## src/hdl/abe_pkg.sv

```systemverilog
// abe_pkg: types, codes and constants shared by the bandwidth estimator modules.
// No dependencies.
package abe_pkg;

   localparam int DataWidth   = 32;
   localparam int CfgWidth    = 16;
   localparam int FuncWidth   = 2;
   localparam int CsrIdxWidth = 1;

   localparam logic [CfgWidth-1:0] MssReset       = 16'd1460;
   localparam logic [CfgWidth-1:0] MinWindowReset = 16'd50;

   localparam int FilterWeight = 7;
   localparam int FilterShift  = 3;

   // event codes
   localparam logic [FuncWidth-1:0] FUNC_RTT  = 2'd0;
   localparam logic [FuncWidth-1:0] FUNC_FAST = 2'd1;
   localparam logic [FuncWidth-1:0] FUNC_SLOW = 2'd2;
   localparam logic [FuncWidth-1:0] FUNC_INIT = 2'd3;

   // register indexes
   localparam logic [CsrIdxWidth-1:0] CSR_MSS        = 1'd0;
   localparam logic [CsrIdxWidth-1:0] CSR_MIN_WINDOW = 1'd1;

   typedef struct packed {
      logic [FuncWidth-1:0] func;
      logic [DataWidth-1:0] now_ticks;
      logic [DataWidth-1:0] ack_una;
      logic [DataWidth-1:0] rtt_ticks;
   } req_type;

   typedef struct packed {
      logic [DataWidth-1:0] bw_smoothed;
      logic [DataWidth-1:0] bw_raw;
      logic                 window_closed;
   } rsp_type;

   // controller to datapath
   typedef struct packed {
      logic capture;
      logic eval;
      logic cred;
      logic apply;
      logic filt1;
      logic filt2;
      logic load_rsp;
   } cmd_type;

   // datapath to controller
   typedef struct packed {
      logic [FuncWidth-1:0] func;
      logic                 closed;
      logic                 div_busy;
   } status_type;

   // (7*old + sample) >> 3, wrapping at 32 bits
   function automatic logic [DataWidth-1:0] smooth(input logic [DataWidth-1:0] old,
                                                    input logic [DataWidth-1:0] sample);
      logic [DataWidth-1:0] weighted;
      logic [DataWidth-1:0] total;
      weighted = DataWidth'(old * DataWidth'(FilterWeight));
      total    = weighted + sample;
      return total >> FilterShift;
   endfunction

endpackage

```

## src/hdl/abe_div.sv

```systemverilog
// abe_div: radix-2 restoring divider, one quotient bit per cycle.
// Depends on abe_pkg.
module abe_div (
   input  logic                           clock,
   input  logic                           reset,
   input  logic                           start,
   input  logic [abe_pkg::DataWidth-1:0]  dividend,
   input  logic [abe_pkg::DataWidth-1:0]  divisor,
   output logic                           busy,
   output logic [abe_pkg::DataWidth-1:0]  quotient
);

   localparam int W      = abe_pkg::DataWidth;
   localparam int CountW = $clog2(W + 1);

   logic [CountW-1:0] count_ff, count_in;
   logic [W-1:0]      rem_ff, rem_in;
   logic [W-1:0]      quo_ff, quo_in;
   logic [W-1:0]      div_ff, div_in;
   logic [W:0]        trial;

   always_comb begin
      trial    = {rem_ff, quo_ff[W-1]} - {1'b0, div_ff};
      count_in = count_ff;
      rem_in   = rem_ff;
      quo_in   = quo_ff;
      div_in   = div_ff;
      if (start) begin
         count_in = CountW'(W);
         rem_in   = '0;
         quo_in   = dividend;
         div_in   = divisor;
      end else if (count_ff != '0) begin
         count_in = count_ff - 1'b1;
         if (!trial[W]) begin
            rem_in = trial[W-1:0];
            quo_in = {quo_ff[W-2:0], 1'b1};
         end else begin
            rem_in = {rem_ff[W-2:0], quo_ff[W-1]};
            quo_in = {quo_ff[W-2:0], 1'b0};
         end
      end
   end

   always_ff @(posedge clock) begin
      if (reset) begin
         count_ff <= '0;
      end else begin
         count_ff <= count_in;
      end
      rem_ff <= rem_in;
      quo_ff <= quo_in;
      div_ff <= div_in;
   end

   assign busy     = (count_ff != '0);
   assign quotient = quo_ff;

endmodule

```

## src/hdl/abe_datapath.sv

```systemverilog
// abe_datapath: estimator state, configuration registers, window arithmetic,
// filters and result register. Depends on abe_pkg and abe_div.
module abe_datapath (
   input  logic                              clock,
   input  logic                              reset,
   input  abe_pkg::req_type                  req_data,
   output abe_pkg::rsp_type                  rsp_data,
   input  logic                              csr_wr_en,
   input  logic [abe_pkg::CsrIdxWidth-1:0]   csr_index,
   input  logic [abe_pkg::CfgWidth-1:0]      csr_wdata,
   input  abe_pkg::cmd_type                  cmd,
   output abe_pkg::status_type               status
);

   localparam int W = abe_pkg::DataWidth;

   logic [abe_pkg::CfgWidth-1:0] mss_ff, min_window_ff;

   logic [W-1:0] est_first_ff, est_second_ff, window_begin_ff, bytes_ff;
   logic [W-1:0] last_una_ff, credited_ff, last_rtt_ff;
   logic         awaiting_ff, closed_ff, seed_ff;

   abe_pkg::req_type item_ff;
   logic [W-1:0]     elapsed_ff, bound_ff, delta_ff, d_ff;
   abe_pkg::rsp_type rsp_ff;

   logic [W-1:0] mss_w, min_window_w, una_base;
   logic         is_ack, is_slow, close_now, dup;
   logic [W-1:0] cred_minus_d, d_minus_cred;
   logic         cred_covers;
   logic         div_busy;
   logic [W-1:0] quotient;

   assign mss_w        = W'(mss_ff);
   assign min_window_w = W'(min_window_ff);
   assign una_base     = awaiting_ff ? req_data.ack_una : last_una_ff;

   assign is_slow   = (item_ff.func == abe_pkg::FUNC_SLOW);
   assign is_ack    = (item_ff.func == abe_pkg::FUNC_FAST) || is_slow;
   assign close_now = (last_rtt_ff != '0) && (elapsed_ff > bound_ff);
   assign dup       = (delta_ff == '0);

   assign cred_minus_d = credited_ff - d_ff;
   assign d_minus_cred = d_ff - credited_ff;
   assign cred_covers  = (credited_ff >= d_ff);

   abe_div u_div (
      .clock    (clock),
      .reset    (reset),
      .start    (cmd.eval && is_ack && close_now),
      .dividend (bytes_ff),
      .divisor  (elapsed_ff),
      .busy     (div_busy),
      .quotient (quotient)
   );

   // configuration
   always_ff @(posedge clock) begin
      if (reset) begin
         mss_ff        <= abe_pkg::MssReset;
         min_window_ff <= abe_pkg::MinWindowReset;
      end else if (csr_wr_en) begin
         if (csr_index == abe_pkg::CSR_MSS) begin
            mss_ff <= csr_wdata;
         end else if (csr_index == abe_pkg::CSR_MIN_WINDOW) begin
            min_window_ff <= csr_wdata;
         end
      end
   end

   // per-item working registers
   always_ff @(posedge clock) begin
      if (cmd.capture) begin
         item_ff    <= req_data;
         elapsed_ff <= req_data.now_ticks - window_begin_ff;
         bound_ff   <= (last_rtt_ff > min_window_w) ? last_rtt_ff : min_window_w;
         delta_ff   <= req_data.ack_una - una_base;
      end
      if (cmd.load_rsp) begin
         rsp_ff.bw_smoothed   <= est_second_ff;
         rsp_ff.bw_raw        <= est_first_ff;
         rsp_ff.window_closed <= closed_ff;
      end
   end

   // estimator state
   always_ff @(posedge clock) begin
      if (reset) begin
         est_first_ff    <= '0;
         est_second_ff   <= '0;
         window_begin_ff <= '0;
         bytes_ff        <= '0;
         last_una_ff     <= '0;
         credited_ff     <= '0;
         last_rtt_ff     <= '0;
         awaiting_ff     <= 1'b1;
         closed_ff       <= 1'b0;
         seed_ff         <= 1'b0;
         d_ff            <= '0;
      end else begin
         if (cmd.eval) begin
            closed_ff <= 1'b0;
            case (item_ff.func)
               abe_pkg::FUNC_RTT: begin
                  last_rtt_ff <= item_ff.rtt_ticks;
               end
               abe_pkg::FUNC_INIT: begin
                  est_first_ff    <= '0;
                  est_second_ff   <= '0;
                  bytes_ff        <= '0;
                  credited_ff     <= '0;
                  last_rtt_ff     <= '0;
                  window_begin_ff <= item_ff.now_ticks;
                  last_una_ff     <= item_ff.ack_una;
                  awaiting_ff     <= 1'b1;
               end
               default: begin
                  closed_ff   <= close_now;
                  awaiting_ff <= 1'b0;
                  last_una_ff <= item_ff.ack_una;
                  if (close_now) begin
                     bytes_ff        <= '0;
                     window_begin_ff <= item_ff.now_ticks;
                  end
                  // a slow duplicate ack is credited one segment
                  if (is_slow && dup) begin
                     d_ff        <= mss_w;
                     credited_ff <= credited_ff + mss_w;
                  end else begin
                     d_ff <= delta_ff;
                  end
               end
            endcase
         end
         // settle partial or delayed acks against the credit
         if (cmd.cred && is_slow && (d_ff > mss_w)) begin
            if (cred_covers) begin
               credited_ff <= cred_minus_d;
               d_ff        <= mss_w;
            end else begin
               d_ff        <= d_minus_cred;
               credited_ff <= '0;
            end
         end
         if (cmd.apply) begin
            bytes_ff <= bytes_ff + d_ff;
         end
         if (cmd.filt1) begin
            seed_ff <= (est_first_ff == '0) && (est_second_ff == '0);
            if ((est_first_ff == '0) && (est_second_ff == '0)) begin
               est_first_ff  <= quotient;
               est_second_ff <= quotient;
            end else begin
               est_first_ff <= abe_pkg::smooth(est_first_ff, quotient);
            end
         end
         if (cmd.filt2 && !seed_ff) begin
            est_second_ff <= abe_pkg::smooth(est_second_ff, est_first_ff);
         end
      end
   end

   assign rsp_data        = rsp_ff;
   assign status.func     = item_ff.func;
   assign status.closed   = closed_ff;
   assign status.div_busy = div_busy;

endmodule

```

## src/hdl/abe_ctrl.sv

```systemverilog
// abe_ctrl: sequencer for one event at a time and the result valid flag.
// Depends on abe_pkg.
module abe_ctrl (
   input  logic                 clock,
   input  logic                 reset,
   input  logic                 req_valid,
   output logic                 req_stall,
   output logic                 rsp_valid,
   input  logic                 rsp_stall,
   input  abe_pkg::status_type  status,
   output abe_pkg::cmd_type     cmd
);

   typedef enum logic [2:0] {
      S_IDLE,
      S_EVAL,
      S_CRED,
      S_APPLY,
      S_DIV,
      S_FILT1,
      S_FILT2,
      S_DONE
   } state_type;

   state_type state_ff, state_in;
   logic      rsp_valid_ff, rsp_valid_in;
   logic      out_free;

   assign out_free = !rsp_valid_ff || !rsp_stall;

   always_comb begin
      state_in     = state_ff;
      rsp_valid_in = rsp_valid_ff && rsp_stall;
      cmd          = '0;
      unique case (state_ff)
         S_IDLE: begin
            if (req_valid) begin
               cmd.capture = 1'b1;
               state_in    = S_EVAL;
            end
         end
         S_EVAL: begin
            cmd.eval = 1'b1;
            if ((status.func == abe_pkg::FUNC_FAST) || (status.func == abe_pkg::FUNC_SLOW)) begin
               state_in = S_CRED;
            end else begin
               state_in = S_DONE;
            end
         end
         S_CRED: begin
            cmd.cred = 1'b1;
            state_in = S_APPLY;
         end
         S_APPLY: begin
            cmd.apply = 1'b1;
            state_in  = status.closed ? S_DIV : S_DONE;
         end
         S_DIV: begin
            if (!status.div_busy) begin
               state_in = S_FILT1;
            end
         end
         S_FILT1: begin
            cmd.filt1 = 1'b1;
            state_in  = S_FILT2;
         end
         S_FILT2: begin
            cmd.filt2 = 1'b1;
            state_in  = S_DONE;
         end
         S_DONE: begin
            // hold until the result register is free
            if (out_free) begin
               cmd.load_rsp = 1'b1;
               rsp_valid_in = 1'b1;
               state_in     = S_IDLE;
            end
         end
         default: begin
            state_in = S_IDLE;
         end
      endcase
   end

   always_ff @(posedge clock) begin
      if (reset) begin
         state_ff     <= S_IDLE;
         rsp_valid_ff <= 1'b0;
      end else begin
         state_ff     <= state_in;
         rsp_valid_ff <= rsp_valid_in;
      end
   end

   assign req_stall = (state_ff != S_IDLE);
   assign rsp_valid = rsp_valid_ff;

endmodule

```

## src/hdl/ack_bandwidth_estimator.sv

```systemverilog
// ack_bandwidth_estimator: top level of the ack-driven bandwidth estimator.
// Depends on abe_pkg, abe_ctrl and abe_datapath.
//
//   channel  direction  handshake            payload
//   req      in         req_valid/req_stall  abe_pkg::req_type
//   rsp      out        rsp_valid/rsp_stall  abe_pkg::rsp_type
//   csr      in         csr_wr_en            csr_index, csr_wdata
//
// From accept to rsp_valid, an rtt sample or flow init takes the eval and done steps;
// an ack adds credit and apply; one that closes the window adds the serial divider
// (one quotient bit per cycle), filt1 and filt2. One event is in flight at a time;
// the next is accepted while the result still waits in the output register.
// Reset is synchronous and restores register defaults and estimator state.
// A stalled result holds the sequencer in its last step.
module ack_bandwidth_estimator (
   input  logic                             clock,
   input  logic                             reset,
   input  logic                             req_valid,
   output logic                             req_stall,
   input  abe_pkg::req_type                 req_data,
   output logic                             rsp_valid,
   input  logic                             rsp_stall,
   output abe_pkg::rsp_type                 rsp_data,
   input  logic                             csr_wr_en,
   input  logic [abe_pkg::CsrIdxWidth-1:0]  csr_index,
   input  logic [abe_pkg::CfgWidth-1:0]     csr_wdata
);

   abe_pkg::cmd_type    cmd;
   abe_pkg::status_type status;

   abe_ctrl u_ctrl (
      .clock     (clock),
      .reset     (reset),
      .req_valid (req_valid),
      .req_stall (req_stall),
      .rsp_valid (rsp_valid),
      .rsp_stall (rsp_stall),
      .status    (status),
      .cmd       (cmd)
   );

   abe_datapath u_datapath (
      .clock     (clock),
      .reset     (reset),
      .req_data  (req_data),
      .rsp_data  (rsp_data),
      .csr_wr_en (csr_wr_en),
      .csr_index (csr_index),
      .csr_wdata (csr_wdata),
      .cmd       (cmd),
      .status    (status)
   );

endmodule

```

## config.mk

```make
export PLATFORM = sky130hd
export DESIGN_NAME = ack_bandwidth_estimator
export DESIGN_NICKNAME = d
export VERILOG_FILES = /design/src/hdl/abe_pkg.sv /design/src/hdl/abe_div.sv /design/src/hdl/abe_datapath.sv /design/src/hdl/abe_ctrl.sv /design/src/hdl/ack_bandwidth_estimator.sv
export SDC_FILE = /design/constraint.sdc
export NUM_CORES = 2
export LEC_CHECK = 0
export BUFFER_PORTS_ARGS = -buffer_cell sky130_fd_sc_hd__buf_2
export CAP_MARGIN = 20
export CELL_PAD_IN_SITES_DETAIL_PLACEMENT = 1
export CELL_PAD_IN_SITES_GLOBAL_PLACEMENT = 1
export CORE_MARGIN = 2
export CORE_UTILIZATION = 43
export DETAILED_ROUTE_END_ITERATION = 10
export PLACE_DENSITY = 0.8
export SETUP_SLACK_MARGIN = 0.15
export SYNTH_ARGS = -nofsm -noshare
export SYNTH_HDL_FRONTEND = slang
export SYNTH_SLANG_ARGS = --single-unit
```

## constraint.sdc

```tcl
create_clock -name clock -period 14 [get_ports clock]
set_input_delay 2.1 -clock clock [delete_from_list [all_inputs] [get_ports clock]]
set_output_delay 2.1 -clock clock [all_outputs]
set_load 0.02 [all_outputs]
```

==> results.md <==
* Count of cell types in the netlist at 96
* Total number of vias at 34206
* Largest net degree at the start of global routing at approximately 180
* Wirelength, routed at roughly 130000 um
* Number of synthesized flops with an enable pin at about 320
* DRC viols at 0
* Proportion of layout cells with a drive suffix above 1 at under 10%
* Reg clk slew, reported paths at about 60 ps
* Netlist area before placement at ~42000 um^2
* Setup repair after global routing missed its margin: false
* Clock latency reported for the late side of the worst-skew pair at between 600 and 700 ps
* Total core area at 96900 um^2
* Worst-case hold slack at about 450 ps
* Actual transition at the worst max-transition pin at ~1100 ps
* CTS buffer count at 78
* HPWL after detailed placement at approximately 94000 um
* Register name with the most flops: u_datapath.item_ff
* X dimension of the die at approximately 320 um
* Overall die area at 100000 um^2
* Critical path data arrival time at ~5300 ps
* Power per Cell Area at 201 nW/um^2
* Nets in the synthesized netlist at between 5000 and 6000
* Starting utilization of the core area at 43.4%
* Most area-hungry cell type in the Yosys netlist: sky130_fd_sc_hd__edfxtp_1
* Worst slew slack as a fraction of its limit at roughly a quarter
* CTS tree: yes
* RePlAce Congestion at 0.915
* Vias in the first global route at around 36000
* Number of failing hold endpoints at the final stage at 0
* Number of buffers on the longest clock path at 3
* Final worst path period need at 4780 ps
* Placed Cells incl. Taps at a little under 6000
* Worst IR Drop VDD at about 140 uV
* Final setup TNS at 0 ps
* Leading cell types by total area after synthesis: sky130_fd_sc_hd__edfxtp_1 23%, sky130_fd_sc_hd__dfxtp_1 16%, sky130_fd_sc_hd__ha_1 11%
* Worst setup path category: reg -> reg
* Die H at around 320 um
* Highest Clock Rate at ~210 MHz
* Critical Path Sink Type: register
* Detailed-route vias per instance at 5.77
* Final worst-path cycle share at around a third
* Number of I/O pins at 187
* Setup violations, final at 0
* Static power due to leakage at between 15 and 20 nW
* Number of cells produced by synthesis at around 4500
* Final standard cell utilization of the core at between 40% and 50%
* Post-synthesis area per instance at 9.40 um^2
* # Post-CTS Setup Buffers at 0
* Final Non-Filler Cells at between 5000 and 6000
* Synth Register Bits at 656
* H-tree levels at 3
* Max cap viols at 0
* Flip-flop count of the largest register, all copies and words added at 96
* Violation count after the first detailed-route iteration at around 2300
* Final slew viol count at 0
* Post-route ant nets at 0
* Buffer type at the clock tree root: sky130_fd_sc_hd__clkbuf_16
* Required time worst endpoint at roughly 15000 ps
* Total track usage at between 20% and 30%
* Clock sink total at between 600 and 700
* Clock skew after layout at between 20 and 30 ps
* Outcome: completed
* Synth top area share at 23.1%
* Startpoint type of the worst setup path: register
* Total Power Consumption at roughly 9.4 mW
* Number of nets in the layout at roughly 5200
* Synthesis Warnings at 0
* Count of cells resized by post-cts repair at 0
* Wire length per cell at ~22 um
* Global-route congestion overflow total at 0
* Wire length of the first global-routing pass at between 150000 and 200000 um
* Number of hold buffers added after cts at 0
* Synth-to-layout area growth at 11.4%
* Most instantiated flip-flop cell in the synthesis netlist: sky130_fd_sc_hd__dfxtp_1
* Post-synth ARST share at 0%
* Share of the yosys chip area belonging to registers at roughly two fifths
* Rows at 114
* Number of buffer cells added on primary ports at between 150 and 200
* Filler Cells Inserted at 11000
* Antenna violations before repair at 4
* Maximum fanout along the worst path at 6
* Classification of the worst-slack hold path: reg -> reg
* Router iterations before antenna repair at 5
kinds of logic after synthesis:
kind of cell	share of synthesized area, %
flops	38.9
fa+ha+maj	16.7
mux	2.58
simple gates	12.1
buf+inv	5.86
xor+xnor	4.92
compound gates	18.9
synth_stat cells (10+ instances only):
cell type,count
sky130_fd_sc_hd__a211o_1,19
sky130_fd_sc_hd__a211oi_1,62
sky130_fd_sc_hd__a21o_1,136
sky130_fd_sc_hd__a21oi_1,423
sky130_fd_sc_hd__a221oi_1,57
sky130_fd_sc_hd__a22oi_1,50
sky130_fd_sc_hd__a31oi_1,37
sky130_fd_sc_hd__and2_1,12
sky130_fd_sc_hd__and3_1,23
sky130_fd_sc_hd__buf_2,24
sky130_fd_sc_hd__clkbuf_1,150
sky130_fd_sc_hd__dfxtp_1,333
sky130_fd_sc_hd__edfxtp_1,323
sky130_fd_sc_hd__fa_1,123
sky130_fd_sc_hd__ha_1,364
sky130_fd_sc_hd__inv_1,454
sky130_fd_sc_hd__mux2_2,18
sky130_fd_sc_hd__mux2i_1,88
sky130_fd_sc_hd__nand2_1,442
sky130_fd_sc_hd__nand2b_1,34
sky130_fd_sc_hd__nand3_1,108
sky130_fd_sc_hd__nand3b_1,10
sky130_fd_sc_hd__nand4_1,46
sky130_fd_sc_hd__nor2_1,259
sky130_fd_sc_hd__nor2b_1,40
sky130_fd_sc_hd__nor3_1,46
sky130_fd_sc_hd__nor4_1,35
sky130_fd_sc_hd__o211ai_1,23
sky130_fd_sc_hd__o21a_1,47
sky130_fd_sc_hd__o21ai_0,204
sky130_fd_sc_hd__o21bai_1,32
sky130_fd_sc_hd__o22ai_1,25
sky130_fd_sc_hd__o31a_1,13
sky130_fd_sc_hd__o31ai_1,12
sky130_fd_sc_hd__or3_1,14
sky130_fd_sc_hd__xnor2_1,151
sky130_fd_sc_hd__xor2_1,82
cell type report:
| type | count | area, um^2 | share of cell area, % |
|---|---|---|---|
| antenna | 2 | 5.00 | 0.0107 |
| clock buffer | 104 | 2190 | 4.68 |
| clock inverter | 42 | 465 | 0.993 |
| inverter | 455 | 1710 | 3.65 |
| multi-input combinational | 3177 | 23300 | 49.7 |
| sequential | 656 | 16400 | 34.9 |
| tap | 1276 | 1600 | 3.41 |
| timing repair buffer | 218 | 1210 | 2.59 |
critical path, cell delays in order (launching register included):
cell,delay (ps)
sky130_fd_sc_hd__dfxtp_1,480
sky130_fd_sc_hd__inv_1,150
sky130_fd_sc_hd__fa_1,500
sky130_fd_sc_hd__fa_1,490
sky130_fd_sc_hd__inv_1,40
sky130_fd_sc_hd__ha_1,310
sky130_fd_sc_hd__o21a_1,220
sky130_fd_sc_hd__o221ai_2,250
sky130_fd_sc_hd__o211ai_1,230
sky130_fd_sc_hd__a2111oi_4,650
sky130_fd_sc_hd__o31ai_2,260
sky130_fd_sc_hd__o41ai_4,390
sky130_fd_sc_hd__o21ai_1,190
sky130_fd_sc_hd__a21oi_1,240
sky130_fd_sc_hd__xnor2_1,140
sky130_fd_sc_hd__o22ai_1,90
placed cells by master, fill, tap and decap left out, types with 40 or more instances in the layout:
cell type,Yosys,layout
sky130_fd_sc_hd__nand2_1,442,442
sky130_fd_sc_hd__nand3_1,108,108
sky130_fd_sc_hd__nor2_1,259,254
sky130_fd_sc_hd__a22oi_1,50,50
sky130_fd_sc_hd__xor2_1,82,82
sky130_fd_sc_hd__a211oi_1,62,62
sky130_fd_sc_hd__a21o_1,136,136
sky130_fd_sc_hd__xnor2_1,151,151
sky130_fd_sc_hd__ha_1,364,364
sky130_fd_sc_hd__fa_1,123,123
sky130_fd_sc_hd__o21ai_0,204,204
sky130_fd_sc_hd__buf_2,24,185
sky130_fd_sc_hd__nand4_1,46,46
sky130_fd_sc_hd__inv_1,454,453
sky130_fd_sc_hd__nor2b_1,40,40
sky130_fd_sc_hd__o21a_1,47,47
sky130_fd_sc_hd__mux2i_1,88,88
sky130_fd_sc_hd__a221oi_1,57,57
sky130_fd_sc_hd__nor3_1,46,45
sky130_fd_sc_hd__dfxtp_1,333,332
sky130_fd_sc_hd__edfxtp_1,323,323
sky130_fd_sc_hd__a21oi_1,423,421
sky130_fd_sc_hd__clkbuf_16,0,81
metal layers:
layer | part of all wire (%) | vias up | track usage [%]
li1 | - | 16090 | -
met3 | 5.0 | 200 | 3.48
met5 | 0 | - | 0
met4 | 2.4 | 0 | 6.79
met1 | 45 | 17062 | 34.2
met2 | 47 | 854 | 42.0
stage by stage:
step / setup WS (ps) / cell area (um^2)
2_1_floorplan: 3140 / 42100
3_3_place_gp: 8650 / 44200
3_5_place_dp: 8570 / 44200
4_1_cts: 9220 / 46800
5_1_grt: 8840 / 46900
6_report: 9220 / 46900
worst paths after layout:
kind | startpoint | end | slack [ps] | depth (start not counted)
hold / removal | u_datapath.last_una_ff[25] | u_datapath.last_una_ff[25] | 450 | 2
setup / recovery | u_datapath.est_first_ff[1] | u_datapath.est_first_ff[28] | 9220 | 15
hold reg to reg | u_datapath.last_una_ff[25] | u_datapath.last_una_ff[25] | 450 | 2
setup reg to reg | u_datapath.est_first_ff[1] | u_datapath.est_first_ff[28] | 9220 | 15
report_power, final:
| group | internal (mW) | total [mW] | switching, mW |
|---|---|---|---|
| Combinational | 1.71 | 4.52 | 2.80 |
| Clock | 1.23 | 2.10 | 0.876 |
| Sequential | 2.45 | 2.79 | 0.333 |
Note: power is estimated with default switching activity, not from simulation.
